$ cat src/rtl/rsps_pkg.sv
// ----------------------------------------------------------------------------
// rsps_pkg: shared types and constants of the resonance sweep peak search
// Command, result and register types, reset values and code names used by
// the interfaces, the register file and the sweep engine.
// ----------------------------------------------------------------------------
`default_nettype none

package rsps_pkg;

	// Default number of current samples averaged at one sweep point.
	localparam int unsigned RSPS_AVG_SAMPLES = 8;

	// Register port geometry: five 16-bit or narrower registers at 4-byte pitch.
	localparam int unsigned RSPS_ADDR_W = 5;
	localparam int unsigned RSPS_DATA_W = 32;

	// Field widths.
	localparam int unsigned INC_W   = 16;
	localparam int unsigned LEVEL_W = 12;
	localparam int unsigned TICK_W  = 16;

	// Register reset values.
	localparam logic [INC_W-1:0]   START_RST  = 16'd0;
	localparam logic [INC_W-1:0]   END_RST    = 16'hFFFF;
	localparam logic [INC_W-1:0]   STEP_RST   = 16'd1;
	localparam logic [TICK_W-1:0]  DWELL_RST  = 16'd10;
	localparam logic [LEVEL_W-1:0] THRESH_RST = 12'd2048;

	// Register indexes (byte address divided by four).
	typedef enum logic [2:0] {
		REG_SWEEP_START = 3'd0,
		REG_SWEEP_END   = 3'd1,
		REG_SWEEP_STEP  = 3'd2,
		REG_DWELL       = 3'd3,
		REG_THRESHOLD   = 3'd4
	} rsps_reg_t;

	// Command codes carried by a request.
	typedef enum logic [1:0] {
		ACT_SWEEP  = 2'd0,
		ACT_CHECK  = 2'd1,
		ACT_TICK   = 2'd2,
		ACT_SAMPLE = 2'd3
	} rsps_action_t;

	// Sequencer phase.
	typedef enum logic [1:0] {
		PH_IDLE   = 2'd0,
		PH_DWELL  = 2'd1,
		PH_SAMPLE = 2'd2
	} rsps_phase_t;

	typedef struct packed {
		rsps_action_t         action;
		logic [INC_W-1:0]     check_inc;
		logic [LEVEL_W-1:0]   current_sample;
	} rsps_cmd_t;

	typedef struct packed {
		logic [INC_W-1:0]     drive_inc;
		logic                 drive_enable;
		logic                 want_sample;
		logic                 busy_res;
		logic                 sweep_done;
		logic                 resonance_found;
		logic [INC_W-1:0]     best_point_inc;
		logic [LEVEL_W-1:0]   peak_level;
		logic                 check_done;
		logic [LEVEL_W-1:0]   avg_level;
	} rsps_res_t;

	typedef struct packed {
		logic [INC_W-1:0]     sweep_start_inc;
		logic [INC_W-1:0]     sweep_end_inc;
		logic [INC_W-1:0]     sweep_step_inc;
		logic [TICK_W-1:0]    dwell_ticks;
		logic [LEVEL_W-1:0]   found_threshold;
	} rsps_cfg_t;

endpackage

`default_nettype wire

$ cat src/rtl/rsps_cmd_if.sv
// ----------------------------------------------------------------------------
// rsps_cmd_if: command channel
// Valid/ready channel that carries one command request per transfer.
// ----------------------------------------------------------------------------
`default_nettype none

interface rsps_cmd_if;
	logic                valid;
	logic                ready;
	rsps_pkg::rsps_cmd_t data;

	modport source (output valid, output data, input ready);
	modport sink   (input valid, input data, output ready);
endinterface

`default_nettype wire

$ cat src/rtl/rsps_res_if.sv
// ----------------------------------------------------------------------------
// rsps_res_if: result channel
// Valid/ready channel that carries one status report per transfer.
// ----------------------------------------------------------------------------
`default_nettype none

interface rsps_res_if;
	logic                valid;
	logic                ready;
	rsps_pkg::rsps_res_t data;

	modport source (output valid, output data, input ready);
	modport sink   (input valid, input data, output ready);
endinterface

`default_nettype wire

$ cat src/rtl/rsps_cfg.sv
// ----------------------------------------------------------------------------
// rsps_cfg: sweep configuration registers
// APB-style register file holding the sweep range, step, dwell and threshold.
// ----------------------------------------------------------------------------
`default_nettype none

module rsps_cfg (
	input  wire logic                              clk,
	input  wire logic                              arst_n,
	input  wire logic                              psel,
	input  wire logic                              penable,
	input  wire logic                              pwrite,
	input  wire logic [rsps_pkg::RSPS_ADDR_W-1:0]  paddr,
	input  wire logic [rsps_pkg::RSPS_DATA_W-1:0]  pwdata,
	output logic      [rsps_pkg::RSPS_DATA_W-1:0]  prdata,
	output logic                                   pready,
	output rsps_pkg::rsps_cfg_t                    cfg
);
	import rsps_pkg::*;

	rsps_cfg_t cfg_q;
	rsps_reg_t reg_idx;
	logic      wr_en;

	// Word index of the access; the two low address bits are ignored.
	assign reg_idx = rsps_reg_t'(paddr[RSPS_ADDR_W-1:2]);
	assign wr_en   = psel && penable && pwrite;
	assign pready  = 1'b1;

	// Register writes complete in the access cycle.
	always_ff @(posedge clk or negedge arst_n) begin
		if (!arst_n) begin
			cfg_q.sweep_start_inc <= START_RST;
			cfg_q.sweep_end_inc   <= END_RST;
			cfg_q.sweep_step_inc  <= STEP_RST;
			cfg_q.dwell_ticks     <= DWELL_RST;
			cfg_q.found_threshold <= THRESH_RST;
		end else if (wr_en) begin
			unique case (reg_idx)
				REG_SWEEP_START: cfg_q.sweep_start_inc <= pwdata[INC_W-1:0];
				REG_SWEEP_END:   cfg_q.sweep_end_inc   <= pwdata[INC_W-1:0];
				REG_SWEEP_STEP:  cfg_q.sweep_step_inc  <= pwdata[INC_W-1:0];
				REG_DWELL:       cfg_q.dwell_ticks     <= pwdata[TICK_W-1:0];
				REG_THRESHOLD:   cfg_q.found_threshold <= pwdata[LEVEL_W-1:0];
				default: ;
			endcase
		end
	end

	// Read-back mux; unused addresses read as zero.
	always_comb begin
		prdata = '0;
		unique case (reg_idx)
			REG_SWEEP_START: prdata = RSPS_DATA_W'(cfg_q.sweep_start_inc);
			REG_SWEEP_END:   prdata = RSPS_DATA_W'(cfg_q.sweep_end_inc);
			REG_SWEEP_STEP:  prdata = RSPS_DATA_W'(cfg_q.sweep_step_inc);
			REG_DWELL:       prdata = RSPS_DATA_W'(cfg_q.dwell_ticks);
			REG_THRESHOLD:   prdata = RSPS_DATA_W'(cfg_q.found_threshold);
			default:         prdata = '0;
		endcase
	end

	assign cfg = cfg_q;

endmodule

`default_nettype wire

$ cat src/rtl/rsps_avg_div.sv
// ----------------------------------------------------------------------------
// rsps_avg_div: sample average by constant divisor
// Truncating division of the sample sum by the sample count, done as one
// multiplication by a rounded-up reciprocal that is exact over the sum range.
// ----------------------------------------------------------------------------
`default_nettype none

module rsps_avg_div #(
	parameter int unsigned AVG_SAMPLES = rsps_pkg::RSPS_AVG_SAMPLES,
	parameter int unsigned SUM_W       = rsps_pkg::LEVEL_W + $clog2(AVG_SAMPLES)
) (
	input  wire logic [SUM_W-1:0]               sum,
	output logic      [rsps_pkg::LEVEL_W-1:0]   avg
);
	import rsps_pkg::*;

	// Shift of sum width plus divisor bits makes the rounded-up reciprocal exact.
	localparam int unsigned SHIFT  = SUM_W + $clog2(AVG_SAMPLES);
	localparam logic [63:0] RECIP  = ((64'd1 << SHIFT) + 64'(AVG_SAMPLES) - 64'd1)
	                                 / 64'(AVG_SAMPLES);
	localparam int unsigned PROD_W = 2 * SUM_W + 1;

	logic [SUM_W:0]    recip;
	logic [PROD_W-1:0] prod;

	assign recip = RECIP[SUM_W:0];
	assign prod  = PROD_W'(sum) * PROD_W'(recip);
	assign avg   = prod[SHIFT +: LEVEL_W];

endmodule

`default_nettype wire

$ cat src/rtl/rsps_engine.sv
// ----------------------------------------------------------------------------
// rsps_engine: sweep and check sequencer
// Input register, one-step state update of the dwell/sample/peak sequencer,
// and the result register that decouples a stalled receiver.
// ----------------------------------------------------------------------------
`default_nettype none

module rsps_engine #(
	parameter int unsigned AVG_SAMPLES = rsps_pkg::RSPS_AVG_SAMPLES
) (
	input  wire logic                clk,
	input  wire logic                arst_n,
	input  wire rsps_pkg::rsps_cfg_t cfg,
	rsps_cmd_if.sink                 cmd,
	rsps_res_if.source               res
);
	import rsps_pkg::*;

	localparam int unsigned CNT_W = $clog2(AVG_SAMPLES + 1);
	localparam int unsigned SUM_W = LEVEL_W + $clog2(AVG_SAMPLES);
	localparam logic [CNT_W-1:0] CNT_LAST = CNT_W'(AVG_SAMPLES);

	// Input stage.
	rsps_cmd_t cmd_s1;
	logic      cmd_valid_s1;

	// Result stage.
	rsps_res_t res_q;
	logic      res_valid_q;

	// Sequencer state.
	rsps_phase_t        phase_q, phase_d;
	logic               check_q, check_d;
	logic [INC_W-1:0]   step_q, step_d;
	logic [TICK_W-1:0]  tick_q, tick_d;
	logic [CNT_W-1:0]   cnt_q, cnt_d;
	logic [SUM_W-1:0]   sum_q, sum_d;
	logic [INC_W-1:0]   best_inc_q, best_inc_d;
	logic [LEVEL_W-1:0] best_lvl_q, best_lvl_d;
	logic [LEVEL_W-1:0] last_avg_q, last_avg_d;
	logic               found_q, found_d;
	logic               enable_q, enable_d;
	logic               sdone, cdone;

	logic               advance, fire;
	logic [INC_W-1:0]   step_amt;
	logic [INC_W:0]     next_pt;
	logic [SUM_W-1:0]   sum_add;
	logic [CNT_W-1:0]   cnt_add;
	logic [TICK_W-1:0]  tick_add;
	logic [LEVEL_W-1:0] avg;
	logic               new_best;
	logic [LEVEL_W-1:0] pt_best_lvl;
	logic [INC_W-1:0]   pt_best_inc;
	rsps_phase_t        point_phase;

	// The result register frees up when empty or when its report is taken.
	assign advance   = !res_valid_q || res.ready;
	assign fire      = cmd_valid_s1 && advance;
	assign cmd.ready = !cmd_valid_s1 || advance;

	always_ff @(posedge clk or negedge arst_n) begin
		if (!arst_n) begin
			cmd_valid_s1 <= 1'b0;
		end else if (cmd.ready) begin
			cmd_valid_s1 <= cmd.valid;
		end
	end

	always_ff @(posedge clk) begin
		if (cmd.ready && cmd.valid) begin
			cmd_s1 <= cmd.data;
		end
	end

	// Shared arithmetic of the update step.
	assign step_amt = (cfg.sweep_step_inc == '0) ? INC_W'(1) : cfg.sweep_step_inc;
	assign next_pt  = {1'b0, step_q} + {1'b0, step_amt};
	assign sum_add  = sum_q + SUM_W'(cmd_s1.current_sample);
	assign cnt_add  = cnt_q + CNT_W'(1);
	assign tick_add = tick_q + TICK_W'(1);
	assign point_phase = (cfg.dwell_ticks == '0) ? PH_SAMPLE : PH_DWELL;

	rsps_avg_div #(
		.AVG_SAMPLES (AVG_SAMPLES),
		.SUM_W       (SUM_W)
	) u_avg_div (
		.sum (sum_add),
		.avg (avg)
	);

	// Peak tracking keeps the first strictly highest average.
	assign new_best    = avg > best_lvl_q;
	assign pt_best_lvl = new_best ? avg : best_lvl_q;
	assign pt_best_inc = new_best ? step_q : best_inc_q;

	// Next state for the request held in the input stage.
	always_comb begin
		phase_d    = phase_q;
		check_d    = check_q;
		step_d     = step_q;
		tick_d     = tick_q;
		cnt_d      = cnt_q;
		sum_d      = sum_q;
		best_inc_d = best_inc_q;
		best_lvl_d = best_lvl_q;
		last_avg_d = last_avg_q;
		found_d    = found_q;
		enable_d   = enable_q;
		sdone      = 1'b0;
		cdone      = 1'b0;

		unique case (cmd_s1.action)
			ACT_SWEEP: begin
				enable_d   = 1'b1;
				check_d    = 1'b0;
				found_d    = 1'b0;
				step_d     = cfg.sweep_start_inc;
				best_inc_d = cfg.sweep_start_inc;
				best_lvl_d = '0;
				tick_d     = '0;
				cnt_d      = '0;
				sum_d      = '0;
				if (cfg.sweep_start_inc > cfg.sweep_end_inc) begin
					// Empty range: the sweep ends at once with a zero peak.
					sdone   = 1'b1;
					phase_d = PH_IDLE;
					if (cfg.found_threshold == '0) begin
						found_d = 1'b1;
					end else begin
						enable_d = 1'b0;
					end
				end else begin
					phase_d = point_phase;
				end
			end
			ACT_CHECK: begin
				check_d = 1'b1;
				step_d  = cmd_s1.check_inc;
				tick_d  = '0;
				cnt_d   = '0;
				sum_d   = '0;
				phase_d = point_phase;
			end
			ACT_TICK: begin
				if (phase_q == PH_DWELL) begin
					tick_d = tick_add;
					if (tick_add >= cfg.dwell_ticks) begin
						phase_d = PH_SAMPLE;
					end
				end
			end
			ACT_SAMPLE: begin
				if (phase_q == PH_SAMPLE) begin
					sum_d = sum_add;
					cnt_d = cnt_add;
					if (cnt_add >= CNT_LAST) begin
						last_avg_d = avg;
						if (check_q) begin
							phase_d = PH_IDLE;
							cdone   = 1'b1;
						end else begin
							best_lvl_d = pt_best_lvl;
							best_inc_d = pt_best_inc;
							if (next_pt[INC_W] || (next_pt[INC_W-1:0] > cfg.sweep_end_inc)) begin
								// Last point: judge the peak and lock or stop.
								sdone   = 1'b1;
								phase_d = PH_IDLE;
								if (pt_best_lvl >= cfg.found_threshold) begin
									found_d = 1'b1;
									step_d  = pt_best_inc;
								end else begin
									found_d  = 1'b0;
									enable_d = 1'b0;
								end
							end else begin
								step_d  = next_pt[INC_W-1:0];
								tick_d  = '0;
								cnt_d   = '0;
								sum_d   = '0;
								phase_d = point_phase;
							end
						end
					end
				end
			end
			default: ;
		endcase
	end

	// State registers advance once per processed request.
	always_ff @(posedge clk or negedge arst_n) begin
		if (!arst_n) begin
			phase_q    <= PH_IDLE;
			check_q    <= 1'b0;
			step_q     <= '0;
			tick_q     <= '0;
			cnt_q      <= '0;
			sum_q      <= '0;
			best_inc_q <= '0;
			best_lvl_q <= '0;
			last_avg_q <= '0;
			found_q    <= 1'b0;
			enable_q   <= 1'b0;
		end else if (fire) begin
			phase_q    <= phase_d;
			check_q    <= check_d;
			step_q     <= step_d;
			tick_q     <= tick_d;
			cnt_q      <= cnt_d;
			sum_q      <= sum_d;
			best_inc_q <= best_inc_d;
			best_lvl_q <= best_lvl_d;
			last_avg_q <= last_avg_d;
			found_q    <= found_d;
			enable_q   <= enable_d;
		end
	end

	// Result register.
	always_ff @(posedge clk or negedge arst_n) begin
		if (!arst_n) begin
			res_valid_q <= 1'b0;
		end else if (advance) begin
			res_valid_q <= cmd_valid_s1;
		end
	end

	always_ff @(posedge clk) begin
		if (fire) begin
			res_q.drive_inc       <= step_d;
			res_q.drive_enable    <= enable_d;
			res_q.want_sample     <= (phase_d == PH_SAMPLE);
			res_q.busy_res        <= (phase_d != PH_IDLE);
			res_q.sweep_done      <= sdone;
			res_q.resonance_found <= found_d;
			res_q.best_point_inc  <= best_inc_d;
			res_q.peak_level      <= best_lvl_d;
			res_q.check_done      <= cdone;
			res_q.avg_level       <= last_avg_d;
		end
	end

	assign res.valid = res_valid_q;
	assign res.data  = res_q;

endmodule

`default_nettype wire

$ cat src/rtl/resonance_sweep_peak_search_top.sv
// ----------------------------------------------------------------------------
// resonance_sweep_peak_search_top: drive-frequency sweep with peak search
//
// Commands enter on the cmd channel (valid/ready): start sweep, start check,
// millisecond tick and current sample. Every accepted request yields exactly
// one status report on the res channel, in order, carrying the drive
// increment and enable, sampling and busy flags, done pulses, the peak found
// so far and the last average.
// An accepted request is held in the input register; its report is loaded
// into the result register once that register is free, and is then valid on
// the res channel.
// A new request is taken in every cycle while the receiver does not stall;
// the whole state update of one request is combinational, bounded by the
// averaging multiplier feeding the peak compare.
// When the receiver stalls, the held report stays in the result register and
// one more request may wait in the input register; cmd.ready then drops.
// Reset clears the sequencer to idle with the drive disabled and loads the
// register defaults. Registers are written through the APB port at 4*index
// and should be changed only while no sweep or check is in progress.
// ----------------------------------------------------------------------------
`default_nettype none

module resonance_sweep_peak_search_top #(
	parameter int unsigned AVG_SAMPLES = rsps_pkg::RSPS_AVG_SAMPLES
) (
	input  wire logic                              clk,
	input  wire logic                              arst_n,
	rsps_cmd_if.sink                               cmd,
	rsps_res_if.source                             res,
	input  wire logic                              psel,
	input  wire logic                              penable,
	input  wire logic                              pwrite,
	input  wire logic [rsps_pkg::RSPS_ADDR_W-1:0]  paddr,
	input  wire logic [rsps_pkg::RSPS_DATA_W-1:0]  pwdata,
	output logic      [rsps_pkg::RSPS_DATA_W-1:0]  prdata,
	output logic                                   pready
);
	import rsps_pkg::*;

	rsps_cfg_t cfg;

	// Configuration register file.
	rsps_cfg u_cfg (
		.clk     (clk),
		.arst_n  (arst_n),
		.psel    (psel),
		.penable (penable),
		.pwrite  (pwrite),
		.paddr   (paddr),
		.pwdata  (pwdata),
		.prdata  (prdata),
		.pready  (pready),
		.cfg     (cfg)
	);

	// Sweep and check sequencer.
	rsps_engine #(
		.AVG_SAMPLES (AVG_SAMPLES)
	) u_engine (
		.clk    (clk),
		.arst_n (arst_n),
		.cfg    (cfg),
		.cmd    (cmd),
		.res    (res)
	);

endmodule

`default_nettype wire

$ cat src/flat_wrapper.sv
// flat-port wrapper written by rule: the top's interface ports become plain ports
module resonance_sweep_peak_search_top_flat import rsps_pkg::*;
#(
	parameter int unsigned AVG_SAMPLES = rsps_pkg::RSPS_AVG_SAMPLES
)
  (clk, arst_n, psel, penable, pwrite, paddr, pwdata, prdata, pready, cmd_valid, cmd_data, cmd_ready, res_valid, res_data, res_ready);
  rsps_cmd_if cmd_i ();
  rsps_res_if res_i ();
  input  wire logic clk;
  input  wire logic arst_n;
  input  wire logic psel;
  input  wire logic penable;
  input  wire logic pwrite;
  input  wire logic [rsps_pkg::RSPS_ADDR_W-1:0] paddr;
  input  wire logic [rsps_pkg::RSPS_DATA_W-1:0] pwdata;
  output logic      [rsps_pkg::RSPS_DATA_W-1:0] prdata;
  output logic pready;
  input wire logic [$bits(cmd_i.valid)-1:0] cmd_valid;
  input wire logic [$bits(cmd_i.data)-1:0] cmd_data;
  output wire logic [$bits(cmd_i.ready)-1:0] cmd_ready;
  output wire logic [$bits(res_i.valid)-1:0] res_valid;
  output wire logic [$bits(res_i.data)-1:0] res_data;
  input wire logic [$bits(res_i.ready)-1:0] res_ready;
  assign cmd_i.valid = cmd_valid;
  assign cmd_i.data = cmd_data;
  assign cmd_ready = cmd_i.ready;
  assign res_valid = res_i.valid;
  assign res_data = res_i.data;
  assign res_i.ready = res_ready;
  resonance_sweep_peak_search_top #(.AVG_SAMPLES(AVG_SAMPLES)) u_core (.clk(clk), .arst_n(arst_n), .cmd(cmd_i), .res(res_i), .psel(psel), .penable(penable), .pwrite(pwrite), .paddr(paddr), .pwdata(pwdata), .prdata(prdata), .pready(pready));
endmodule
$ cat config.mk
export PLATFORM = sky130hd
export DESIGN_NAME = resonance_sweep_peak_search_top_flat
export DESIGN_NICKNAME = d
export VERILOG_FILES = /design/src/rtl/rsps_pkg.sv /design/src/rtl/rsps_cmd_if.sv /design/src/rtl/rsps_res_if.sv /design/src/rtl/rsps_cfg.sv /design/src/rtl/rsps_avg_div.sv /design/src/rtl/rsps_engine.sv /design/src/rtl/resonance_sweep_peak_search_top.sv /design/src/flat_wrapper.sv
export SDC_FILE = /design/constraint.sdc
export NUM_CORES = 1
export LEC_CHECK = 0
export BUFFER_PORTS_ARGS = -buffer_cell sky130_fd_sc_hd__buf_2
export CAP_MARGIN = 10
export CORE_MARGIN = 3
export CORE_UTILIZATION = 42
export DETAILED_ROUTE_END_ITERATION = 8
export PLACE_DENSITY = 0.67
export SLEW_MARGIN = 20
export SYNTH_ARGS = -nofsm -noshare
export SYNTH_HDL_FRONTEND = slang
export SYNTH_HIERARCHICAL = 1
export SYNTH_SLANG_ARGS = --single-unit
$ cat constraint.sdc
create_clock -name clk -period 16.4 [get_ports clk]
set_input_delay 3.28 -clock clk [delete_from_list [all_inputs] [get_ports clk]]
set_output_delay 3.28 -clock clk [all_outputs]
set_load 0.05 [all_outputs]
# Word-level counts from Yosys, hierarchy flattened
# Index checks and enable logic that the tools add are counted.
# W data, S select, Z words.
# word_totals
ram_bits	0
regBits	266
latch_bits	0
n_memories	0
wordCells	152
input_bits	74
rom_bits	0
out_inout_bits	97
# op_classes
n_shift	0
n_bitwise	0
magnitude_cmp	6
reduce_logical	27
div_mod_pow	0
n_eq_ne	15
mux	69
addsub	4
mul	0
# op_table
op	count
$mux W16	15
$pmux W16 S3	2
$mux W12	7
$pmux W16 S5	1
$mux W15	4
$gt A16 B16 Y1	2
$logic_not A16 Y1	2
$pmux W16 S2	1
$pmux W15 S2	1
$pmux W12 S2	1
$mux W1	19
$add A16 B16 Y17	1
$add A16 B1 Y16 const B	1
$ge A16 B16 Y1	1
$mux W2	8
$mux W4	4
$add A15 B12 Y15	1
$ge A12 B12 Y1	1
$gt A12 B12 Y1	1
$logic_not A12 Y1	1
$reduce_and A2 Y1	6
$ne A2 B2 Y1 const B	5
$eq A2 B2 Y1 const B	4
$pmux W1 S2	4
17 further kinds	28

# Logic depth before layout (Yosys ltp)
# Gate-level depths: netlist of the first run.
# depth
depth_word	11
mapped_depth	29
mapped_depth_nobuf	25

# By module
# Netlist of the first run, hierarchy kept.
# modules_own_cells
module	n_inst	seq_area_each_um2	area_each_um2	cells_per_inst
rsps_engine	1	5215.0	12351.8	1268
rsps_cfg	1	1926.8	3691.0	258
rsps_avg_div	1	0.0	90.1	12

# Worst setup path after synthesis of the first run
# No wires, ideal clock.
# synth_path
path_type	input port to output port
startpoint	input port paddr[4] (netlist bit)
endpoint	output port prdata[0] (netlist bit)
n_path_buf	2
arrival_ns	5.032
slack_ns	8.088
required_time_ns	13.120
cell_stages	5
cell_sequence	buf_6 nor2b_1 clkbuf_1 a22oi_1 o21ai_0
# synth_via
elab_chain_cells	2
elab_cells_between_ends	6
cone_classes	4 x eq/ne; 1 x mux; 1 x reduce/logical
# synth_lines
element	line	rtl
from (decl)	flat_wrapper.sv:14	input wire logic [rsps_pkg::RSPS_ADDR_W-1:0] paddr;
$eq A3 B3 Y1, or another cell as far along	rsps_cfg.sv:53	unique case (reg_idx)
$pmux W16 S5 (*)	rsps_cfg.sv:53	
to (decl)	flat_wrapper.sv:16	output logic [rsps_pkg::RSPS_DATA_W-1:0] prdata;
# Every way passes the cells marked *; elsewhere a longest branch is shown, timed or not.

# Worst setup path in the final report of the first run
# layout_path
startpoint	input port paddr[2] (netlist bit)
endpoint	output port prdata[6] (netlist bit)
# Same word-level chain as after synthesis.

==> results of run 1 <==
[report_power, final]
group	switching [W]	internal (W)
Sequential	0.000128	0.000808
Clock	0.000285	0.000429
Combinational	0.000589	0.000346
Total	0.00100	0.00158
[registers in the layout (all words and copies together), names as in the netlist]
register / cells
u_core/u_cfg/cfg: 76
u_core/u_engine/best_inc_q: 16
u_core/u_engine/best_lvl_q: 12
u_core/u_engine/check_q: 1
u_core/u_engine/cmd_s1: 30
u_core/u_engine/cmd_valid_s1: 1
u_core/u_engine/cnt_q: 4
u_core/u_engine/enable_q: 1
u_core/u_engine/found_q: 1
u_core/u_engine/last_avg_q: 12
u_core/u_engine/phase_q: 2
u_core/u_engine/res.data: 62
u_core/u_engine/res.valid: 1
u_core/u_engine/step_q: 16
u_core/u_engine/sum_q: 15
u_core/u_engine/tick_q: 16
[path summary, 6_finish.rpt]
path                                                from                             to  slack, ps  depth (start not counted)
min reg2reg                u_core/u_engine/last_avg_q[0]  u_core/u_engine/last_avg_q[0]        470                          2
min in group asynchronous                         arst_n     u_core/u_engine/tick_q[11]       2700                          1
max reg2reg                    u_core/u_engine/cmd_s1[0]   u_core/u_engine/res.data[55]       8930                         23
max in group asynchronous                         arst_n      u_core/u_engine/sum_q[14]      11780                          3
max                                             paddr[2]                      prdata[6]       7870                          5
min                        u_core/u_engine/last_avg_q[0]  u_core/u_engine/last_avg_q[0]        470                          2
[worst register-to-register path: cells and delay by family, from the launching register on]
kind	cells	cell delay, ps
adders and majority gates	4	1240
and+or+nand+nor	6	1270
DFF	1	370
xor gates and xnor gates	1	300
AOI/OAI and AO/OA	11	3630
muxes	1	400
[layout by cell type (no fill, tap or decap), types with 47 or more instances in the layout]
| cell type | Yosys | final |
|---|---|---|
| nand2_1 | 167 | 167 |
| inv_1 | 92 | 92 |
| nor2_1 | 53 | 52 |
| a21oi_1 | 79 | 79 |
| a22oi_1 | 47 | 47 |
| mux2_2 | 105 | 105 |
| buf_2 | 13 | 134 |
| edfxtp_1 | 92 | 92 |
| ha_1 | 106 | 105 |
| dfrtp_1 | 154 | 154 |
| o21ai_0 | 59 | 59 |
[per-layer routing]
layer	GRT usage [%]	up-vias	share of wire [%]
li1	-	5869	-
met1	33.1	6139	46
met2	33.9	498	44
met3	4.61	80	8.0
met4	5.68	2	2.4
met5	0	-	0.015
[metrics by stage]
step | instances | worst slack (ps) | hold slack [ps] | area, µm² | power (W)
2_1_floorplan | 1553 | 8090 | 442 | 16200 | 0.00160
3_3_place_gp | 2104 | 7950 | 453 | 17100 | 0.00183
3_5_place_dp | 2104 | 7910 | 463 | 17100 | 0.00186
4_1_cts | 2162 | 7910 | 477 | 18100 | 0.00258
5_1_grt | 2162 | 7770 | 489 | 18100 | 0.00273
6_report | 2162 | 7870 | 473 | 18100 | 0.00258
[cells by family after synthesis]
logic type | after synthesis | synth area share (%)
mux | 129 | 9.44
compound gates | 421 | 18.7
flops | 266 | 44.3
buf+inv | 210 | 6.09
fa+ha+maj | 108 | 8.47
simple gates | 363 | 10.9
xor+xnor | 39 | 2.12
other cells | 2 | 0.0466
[final cells by class]
type,instances,area (µm²),share of cell area (%)
sequential,266,7140,39.4
clock buffer,39,816,4.50
tap,511,639,3.53
inverter,93,352,1.94
multi-input combinational,1077,8090,44.7
clock inverter,19,228,1.26
timing repair buffer,157,847,4.68
==> run metrics, run 1 <==
Synth area leaders=dfrtp_1 (24%), edfxtp_1 (17%), ha_1 (8.2%), mux2_2 (7.3%), nand2_1 (3.9%); max-slew violations=0; number of antenna-violating nets in the routed design=0; CP max stage delay=770 ps; sequential fraction of the synthesis area=44.3%; cell area power density=143 mW/mm²; Leak Pwr=7.94 nW; EDFF count, synth=92; die width=202 µm; vias in the first global route=12,440; initial core utilization=42.7%; PostCTS Resize Cnt=0; WP buf/inv=2; Synth cell types=92; initial antenna violation count=1; post-cts hold buffer count=0; Critical Path AT=5250 ps; Worst-Skew Late Latency=590 ps; Final nets=1,808; CP endpoint kind=output port; drt via density=5.82; fraction of layout cells with a size suffix above 1=23.0%; Mean Syn Cell Area=10.5 µm²; family with the most delay on the worst path=simple AND/OR/NAND/NOR gates; routability cong.=0.934; fin crit share=52.0%; Final setup viols=0; setup TNS=0 ps; die area=0.0408 mm²; H-Tree Depth=1; Slew headroom=23.4%; Util after Layout=48.0%; GRT Overall Usage=22.4%; I/O pin count=171; fillers=3,455; DRT Pass-1 Iters=6; DR WL/cell=21.6 µm; setup bufs post-CTS=0; Post-synth top cells=nand2_1 (167), dfrtp_1 (154), ha_1 (106), mux2_2 (105); Slowest cell on crit path=nor2b_1; TritonCTS Buffers=31; crit path time final=8530 ps; #FFs+latches synth=266; root buffer cell=clkbuf_16; Synth Flop Type=dfrtp_1; Area growth syn-to-layout=12.3%; synthesized cell area=0.0161 mm²; async set-reset flop share out of synthesis=65.4%; clock-pin slew on the worst setup and hold paths=60 ps; largest area contributor in the netlist=dfrtp_1; Final Hold Viols=0; PortBufs=135; Die H=202 µm; num rows=71; TritonCTS clock tree=done; global-route wire length before repair=72,600 µm; initial DRC count=1,136; synthesis warning total=6; setup repair after global routing missed its margin=no; clk sinks=266; synthesized instance count=1,538; clock skew=30.8 ps; Hold WC Path Type=flip-flop to flip-flop; gr ovfl total=0; detailed placer's ending HPWL=33,900 µm; Max Cap Viol=0; outcome=finished clean; Fmax=117 MHz; CTS max path bufs=3; CORE AREA=0.0378 mm²; CP max FO=24; Worst Max-Slew Pin Slew=1150 ps; Vias=12,588; Most common cell on crit path=buf_2; largest net degree at the start of global routing=70; Post-Route WL=46,600 µm; cell chain of the critical path=buf_2, nor2b_1, a22oi_1, o21ai_0, buf_2; Peak VDD IR=90.6 µV; number of diodes=0; Critical Path RT=13,120 ps; Startpoint Class=primary input; DRC viols=0; Yosys top cell area share=23.9%; most used standard cell by instance count after synthesis=nand2_1; critical path type=primary input to output port
Note: power is estimated with default switching activity, not from simulation.
==> inputs of run 2 (changes only) <==
--- a/config.mk
+++ b/config.mk
@@ -10,7 +10,7 @@
 export CORE_MARGIN = 3
 export CORE_UTILIZATION = 42
 export DETAILED_ROUTE_END_ITERATION = 8
-export PLACE_DENSITY = 0.67
+export PLACE_DENSITY = 0.7
 export SLEW_MARGIN = 20
 export SYNTH_ARGS = -nofsm -noshare
 export SYNTH_HDL_FRONTEND = slang
==> constraint.sdc (replaced) <==
create_clock -name clk -period 6.9 [get_ports clk]
set_input_delay 1.38 -clock clk [delete_from_list [all_inputs] [get_ports clk]]
set_output_delay 1.38 -clock clk [all_outputs]
set_load 0.05 [all_outputs]
==> run metrics, run 2 (synthesized netlist as in run 1, its figures left out) <==
CP max FO=17 (-29%); GRT Overall Usage=22.2% (-0.27 points); Final setup viols=0 (unchanged); outcome=finished clean; clock skew=29.4 ps (-1.36 ps); Worst Max-Slew Pin Slew=1070 ps (-79.2 ps); initial DRC count=1,287 (+13%); DR WL/cell=21.4 µm (-0.84%); fin crit share=93.6%; TritonCTS clock tree=done; Critical Path AT=6750 ps (+1500 ps); DRT Pass-1 Iters=6 (unchanged); Peak VDD IR=197 µV (+120%); die area=0.0408 mm² (unchanged); CORE AREA=0.0378 mm² (unchanged); setup repair after global routing missed its margin=no; setup TNS=0 ps (unchanged); post-cts hold buffer count=0 (unchanged); commonest non-fill, non-tap cell in the layout=nand2_1; Post-Route WL=46,300 µm (-0.66%); die width=202 µm (unchanged); Worst-Skew Late Latency=580 ps (about the same); clock-pin slew on the worst setup and hold paths=60 ps (about the same); I/O pin count=171 (unchanged); gr ovfl total=0 (unchanged); critical path type=flip-flop to flip-flop; Register Area=0.00714 mm² (unchanged); cell area power density=337 mW/mm² (+140%); drt via density=5.94 (+2.0%); vias in the first global route=12,526 (+0.69%); Startpoint Class=flip-flop; Leak Pwr=7.96 nW (+0.22%); Slew headroom=28.9% (+5.5 points); PortBufs=135 (unchanged); Fmax=155 MHz; Hold WC Path Type=flip-flop to flip-flop; fraction of layout cells with a size suffix above 1=23.2% (+0.27 points); fillers=3,445 (-0.29%); CTS max path bufs=3 (unchanged); crit path time final=6460 ps; final cell count without fillers=2,166 (+0.19%); Critical Path RT=7190 ps (-5930 ps); largest net degree at the start of global routing=84 (+20%); area of the multi-input gates=0.00810 mm² (about the same); initial antenna violation count=3 (+2); Area growth syn-to-layout=12.3% (about the same); H-Tree Depth=1 (unchanged); clk sinks=266 (unchanged); max-slew violations=0 (unchanged); commonest cells after routing, fill and taps aside=nand2_1 (167), dfrtp_1 (154), buf_2 (134); Final nets=1,811 (+0.17%); Max Cap Viol=0 (unchanged); TritonCTS Buffers=30 (-3.2%); Placed Cells incl. Taps=2,107 (+0.14%); detailed placer's ending HPWL=33,900 µm (-0.11%); num rows=71 (unchanged); max FFs per register=76 (unchanged); Final Hold Viols=0 (unchanged); CP endpoint kind=flip-flop; initial core utilization=42.7% (unchanged); global-route wire length before repair=72,000 µm (-0.85%); root buffer cell=clkbuf_16; routability cong.=0.928 (-0.57%); number of antenna-violating nets in the routed design=0 (unchanged); DRC viols=0 (unchanged); Die H=202 µm (unchanged); Vias=12,862 (+2.2%)
==> run 2: cell types whose count changed in the layout (fill, tap and decap cells not counted), sizes merged <==
cell / previous run / this run
bufinv: 5 / 4
clkinv: 9 / 10
diode: 0 / 2
clkinvlp: 4 / 2
buf: 157 / 161
==> run 2: worst paths after layout <==
path                                                     start                             end  slack, ps  depth (start not counted)
worst max-delay path                  u_core/u_engine/sum_q[0]    u_core/u_engine/res.data[50]        440                         23
worst min-delay path            u_core/u_engine/last_avg_q[10]  u_core/u_engine/last_avg_q[10]        480                          2
worst max register to register        u_core/u_engine/sum_q[0]    u_core/u_engine/res.data[50]        440                         23
worst min register to register  u_core/u_engine/last_avg_q[10]  u_core/u_engine/last_avg_q[10]        480                          2
max in group asynchronous                               arst_n   u_core/u_engine/best_inc_q[5]       4820                          2
min in group asynchronous                               arst_n      u_core/u_engine/tick_q[11]        820                          1
==> run 2: metrics by stage <==
| step | hold slack [ps] | total power (W) | worst slack (ps) | util [%] | area (µm²) |
|---|---|---|---|---|---|
| 6_report | 476 | 0.00612 | 440 | 48.0 | 18100 |
| 5_1_grt | 502 | 0.00646 | 34.9 | 48.0 | 18100 |
| 4_1_cts | 481 | 0.00611 | 259 | 47.9 | 18100 |
| 3_5_place_dp | 463 | 0.00443 | 283 | 45.3 | 17100 |
| 3_3_place_gp | 454 | 0.00436 | 452 | 45.2 | 17100 |
| 2_1_floorplan | 442 | 0.00381 | 968 | - | 16200 |
==> run 2: repair_timing <==
item	4_1_cts	5_1_grt
setup buffers	0	1
resized for setup	0	2
setup endpoints to repair	0	30
==> run 2: critical path, stage by stage (launching register included) <==
cell and delay (ps):
dfrtp_1 390, ha_1 220, fa_1 400, a21o_1 210, nand4_1 90, nand4b_1 190, a31oi_1 310, o21ai_0 270
and3_1 300, xnor2_2 260, ha_1 300, nand4_1 150, a211oi_2 90, o41a_2 630, a21oi_1 280, inv_1 70
ha_1 290, a21o_1 190, a221oi_1 310, a21o_1 190, a21o_1 340, mux2_2 380, o21ai_1 180, a31oi_1 140
==> run 2: cell type report <==
class | instances | area share (%)
clock inverters | 17 | 1.08
flip-flops and latches | 266 | 39.4
repair buffers | 161 | 4.84
diodes | 2 | 0.0276
multi-input cells | 1077 | 44.7
well taps | 511 | 3.53
inverters | 93 | 1.94
clock buffers | 39 | 4.50
==> run 2: routing by layer <==
metal,part of all wire (%),GRT usage [%]
met5,0.16,0.833
met2,42,32.7
met3,9.6,5.73
met4,3.7,7.77
met1,44,31.7
==> run 2: power by group <==
group | leakage [nW] | internal [W] | switching (W)
registers | 3.13 | 0.00192 | 0.000315
clock network | 0.489 | 0.000982 | 0.000670
logic | 4.34 | 0.000849 | 0.00138
total | 7.96 | 0.00375 | 0.00237
==> inputs of run 3 (changes only) <==
--- a/config.mk
+++ b/config.mk
@@ -10,6 +10,7 @@
 export CORE_MARGIN = 3
 export CORE_UTILIZATION = 42
 export DETAILED_ROUTE_END_ITERATION = 8
+export MAX_ROUTING_LAYER = met4
 export PLACE_DENSITY = 0.7
 export SLEW_MARGIN = 20
 export SYNTH_ARGS = -nofsm -noshare
==> run metrics, run 3 (synthesized netlist as in run 1, its figures left out) <==
DR WL/cell=21.4 µm (+0.25%); Hold WC Path Type=flip-flop to flip-flop; fraction of layout cells with a size suffix above 1=23.8% (+0.56 points); family with the most delay on the worst path=compound AO/OA/AOI/OAI gates; Max Cap Viol=0 (unchanged); TritonCTS Buffers=31 (+3.3%); max FFs per register=76 (unchanged); crit path time final=6280 ps (-184 ps); post-cts hold buffer count=0 (unchanged); Final setup viols=0 (unchanged); cell area power density=341 mW/mm² (+0.93%); setup TNS=0 ps (unchanged); Worst-Skew Late Latency=590 ps (about the same); detailed placer's ending HPWL=33,900 µm (+0.14%); num rows=71 (unchanged); Post-Route WL=46,500 µm (+0.35%); global-route wire length before repair=72,000 µm (about the same); drt via density=5.91 (-0.54%); Critical Path AT=6570 ps (-180 ps); Startpoint Class=flip-flop; GRT Overall Usage=22.9% (+0.69 points); Register-to-Register Setup Slack=620 ps (+180 ps); CORE AREA=0.0378 mm² (unchanged); Final Hold Viols=0 (unchanged); Most common cell on crit path=a21o_1; Final nets=1,813 (+0.11%); fillers=3,410 (-1.0%); worst setup path startpoint=u_core/u_engine/cmd_s1[0]; fin crit share=91.0% (-2.7 points); CP endpoint kind=flip-flop; die width=202 µm (unchanged); Levels on crit path=25 (+8.7%); initial core utilization=42.7% (unchanged); number of antenna-violating nets in the routed design=0 (unchanged); PortBufs=135 (unchanged); CP max FO=22 (+5); root buffer cell=clkbuf_16; I/O pin count=171 (unchanged); vias in the first global route=12,389 (-1.1%); outcome=finished clean; launch point of the worst reg-to-reg path=u_core/u_engine/cmd_s1[0]; setup repair after global routing missed its margin=no; H-Tree Depth=1 (unchanged); initial antenna violation count=0 (-3); max-slew violations=0 (unchanged); Area growth syn-to-layout=12.8%; Worst Max-Slew Pin Slew=1090 ps (+25.9 ps); DRC viols=0 (unchanged); clock-pin slew on the worst setup and hold paths=70 ps (about the same); CP max stage delay=410 ps (-220 ps); clock skew=32.2 ps (+2.76 ps); gr ovfl total=0 (unchanged); Die H=202 µm (unchanged); Peak VDD IR=341 µV (+73%); total power draw=0.00620 W (+1.3%); worst reg-to-reg path cell count=25 (+8.7%); initial DRC count=1,277 (-0.78%); commonest non-fill, non-tap cell in the layout=nand2_1; hold-critical path depth=2 (unchanged); Slew headroom=27.2% (-1.7 points); die area=0.0408 mm² (unchanged); Placed Cells incl. Taps=2,108 (+0.047%); WP buf/inv=2 (+1); commonest cells after routing, fill and taps aside=nand2_1 (167), dfrtp_1 (154), buf_2 (134); RR Endpoint=u_core/u_engine/res.data[50]; CTS max path bufs=3 (unchanged); Fmax=159 MHz (+2.9%); Leak Pwr=8.00 nW (+0.56%); Critical Path RT=7190 ps (about the same); clk sinks=266 (unchanged); final cell count without fillers=2,168 (+0.092%); Slowest cell on crit path=fa_1; largest net degree at the start of global routing=65 (-23%); TritonCTS clock tree=done; DRT Pass-1 Iters=6 (unchanged); routability cong.=0.928 (about the same); Vias=12,804 (-0.45%); critical path type=flip-flop to flip-flop; Critical Path Sink=u_core/u_engine/res.data[50]
==> run 3: cell count changes in the layout (fill, tap and decap cells not counted), moves of 3 or more <==
cell,change
clkinv_2,+3
clkbuf_1,-3
clkbuf_8,+4
clkinv_1,-4
==> run 3: area by class of cell <==
cell class | count | area (µm²) | area share [%]
multi-input combinational | 1077 | 8100 | 44.5
sequential | 266 | 7140 | 39.3
timing repair buffer | 162 | 885 | 4.86
clock buffer | 40 | 860 | 4.72
tap | 511 | 639 | 3.51
inverter | 93 | 352 | 1.93
clock inverter | 18 | 214 | 1.18
antenna | 1 | 2.50 | 0.0138
==> run 3: worst reg2reg max path, stage by stage (launching register included) <==
cell,delay [ps]
edfxtp_1,360
ha_1,230
fa_1,410
a21o_1,220
nand4_1,90
nand4b_1,170
a31oi_1,290
o21ai_1,200
and3_1,270
xnor2_2,180
ha_1,310
nand4_1,160
a211oi_2,350
o41a_1,230
buf_4,240
nor2_1,70
a21oi_1,210
inv_1,70
ha_1,290
a21o_1,180
a221oi_1,280
a21o_1,180
a21o_1,330
mux2_2,380
o21ai_1,180
a31oi_1,120
==> run 3: stage by stage <==
stage | hold slack, ps | cell area (µm²) | setup WS (ps) | utilization [%]
after global placement | 454 | 17100 | 391 | 45.3
final | 478 | 18200 | 624 | 48.2
after CTS | 480 | 18200 | 339 | 48.1
after detailed placement | 466 | 17100 | 414 | 45.3
after global routing | 506 | 18200 | 102 | 48.2
after floorplan | 442 | 16200 | 968 | -
==> run 3: worst min path at each step <==
| stage | from | endpoint | slack, ps |
|---|---|---|---|
| finish | u_core/u_engine/last_avg_q[10] | u_core/u_engine/last_avg_q[10] | 480 |
| global route | u_core/u_engine/last_avg_q[8] | u_core/u_engine/last_avg_q[8] | 510 |
| CTS | u_core/u_engine/last_avg_q[0] | u_core/u_engine/last_avg_q[0] | 480 |
| detailed placement | u_core/u_engine/last_avg_q[0] | u_core/u_engine/last_avg_q[0] | 470 |
| global placement | u_core/u_engine/last_avg_q[6] | u_core/u_engine/last_avg_q[6] | 450 |
| floorplan | u_core/u_engine/last_avg_q[11] | u_core/u_engine/last_avg_q[11] | 440 |
==> run 3: report_power, final <==
part | switching [W] | internal [W] | total [W] | leakage, nW
Sequential | 0.000306 | 0.00192 | 0.00223 | 3.13
Combinational | 0.00140 | 0.000855 | 0.00226 | 4.35
Clock | 0.000685 | 0.00103 | 0.00172 | 0.528
==> run 3: routing by layer <==
metal  track usage, %  routed length (µm)  vias to the layer above
li1                 -                   -                     5877
met1             33.5               21500                     6261
met4             6.06                1370                        0
met2             33.0               20100                      573
met5                -                   0                        -
met3             3.72                3550                       93
==> run 3: what timing repair did <==
| action | 4_1_cts | 5_1_grt |
|---|---|---|
| setup endpoints to repair | 0 | 24 |
| resized for setup | 0 | 3 |
| buffers inserted | 0 | 1 |
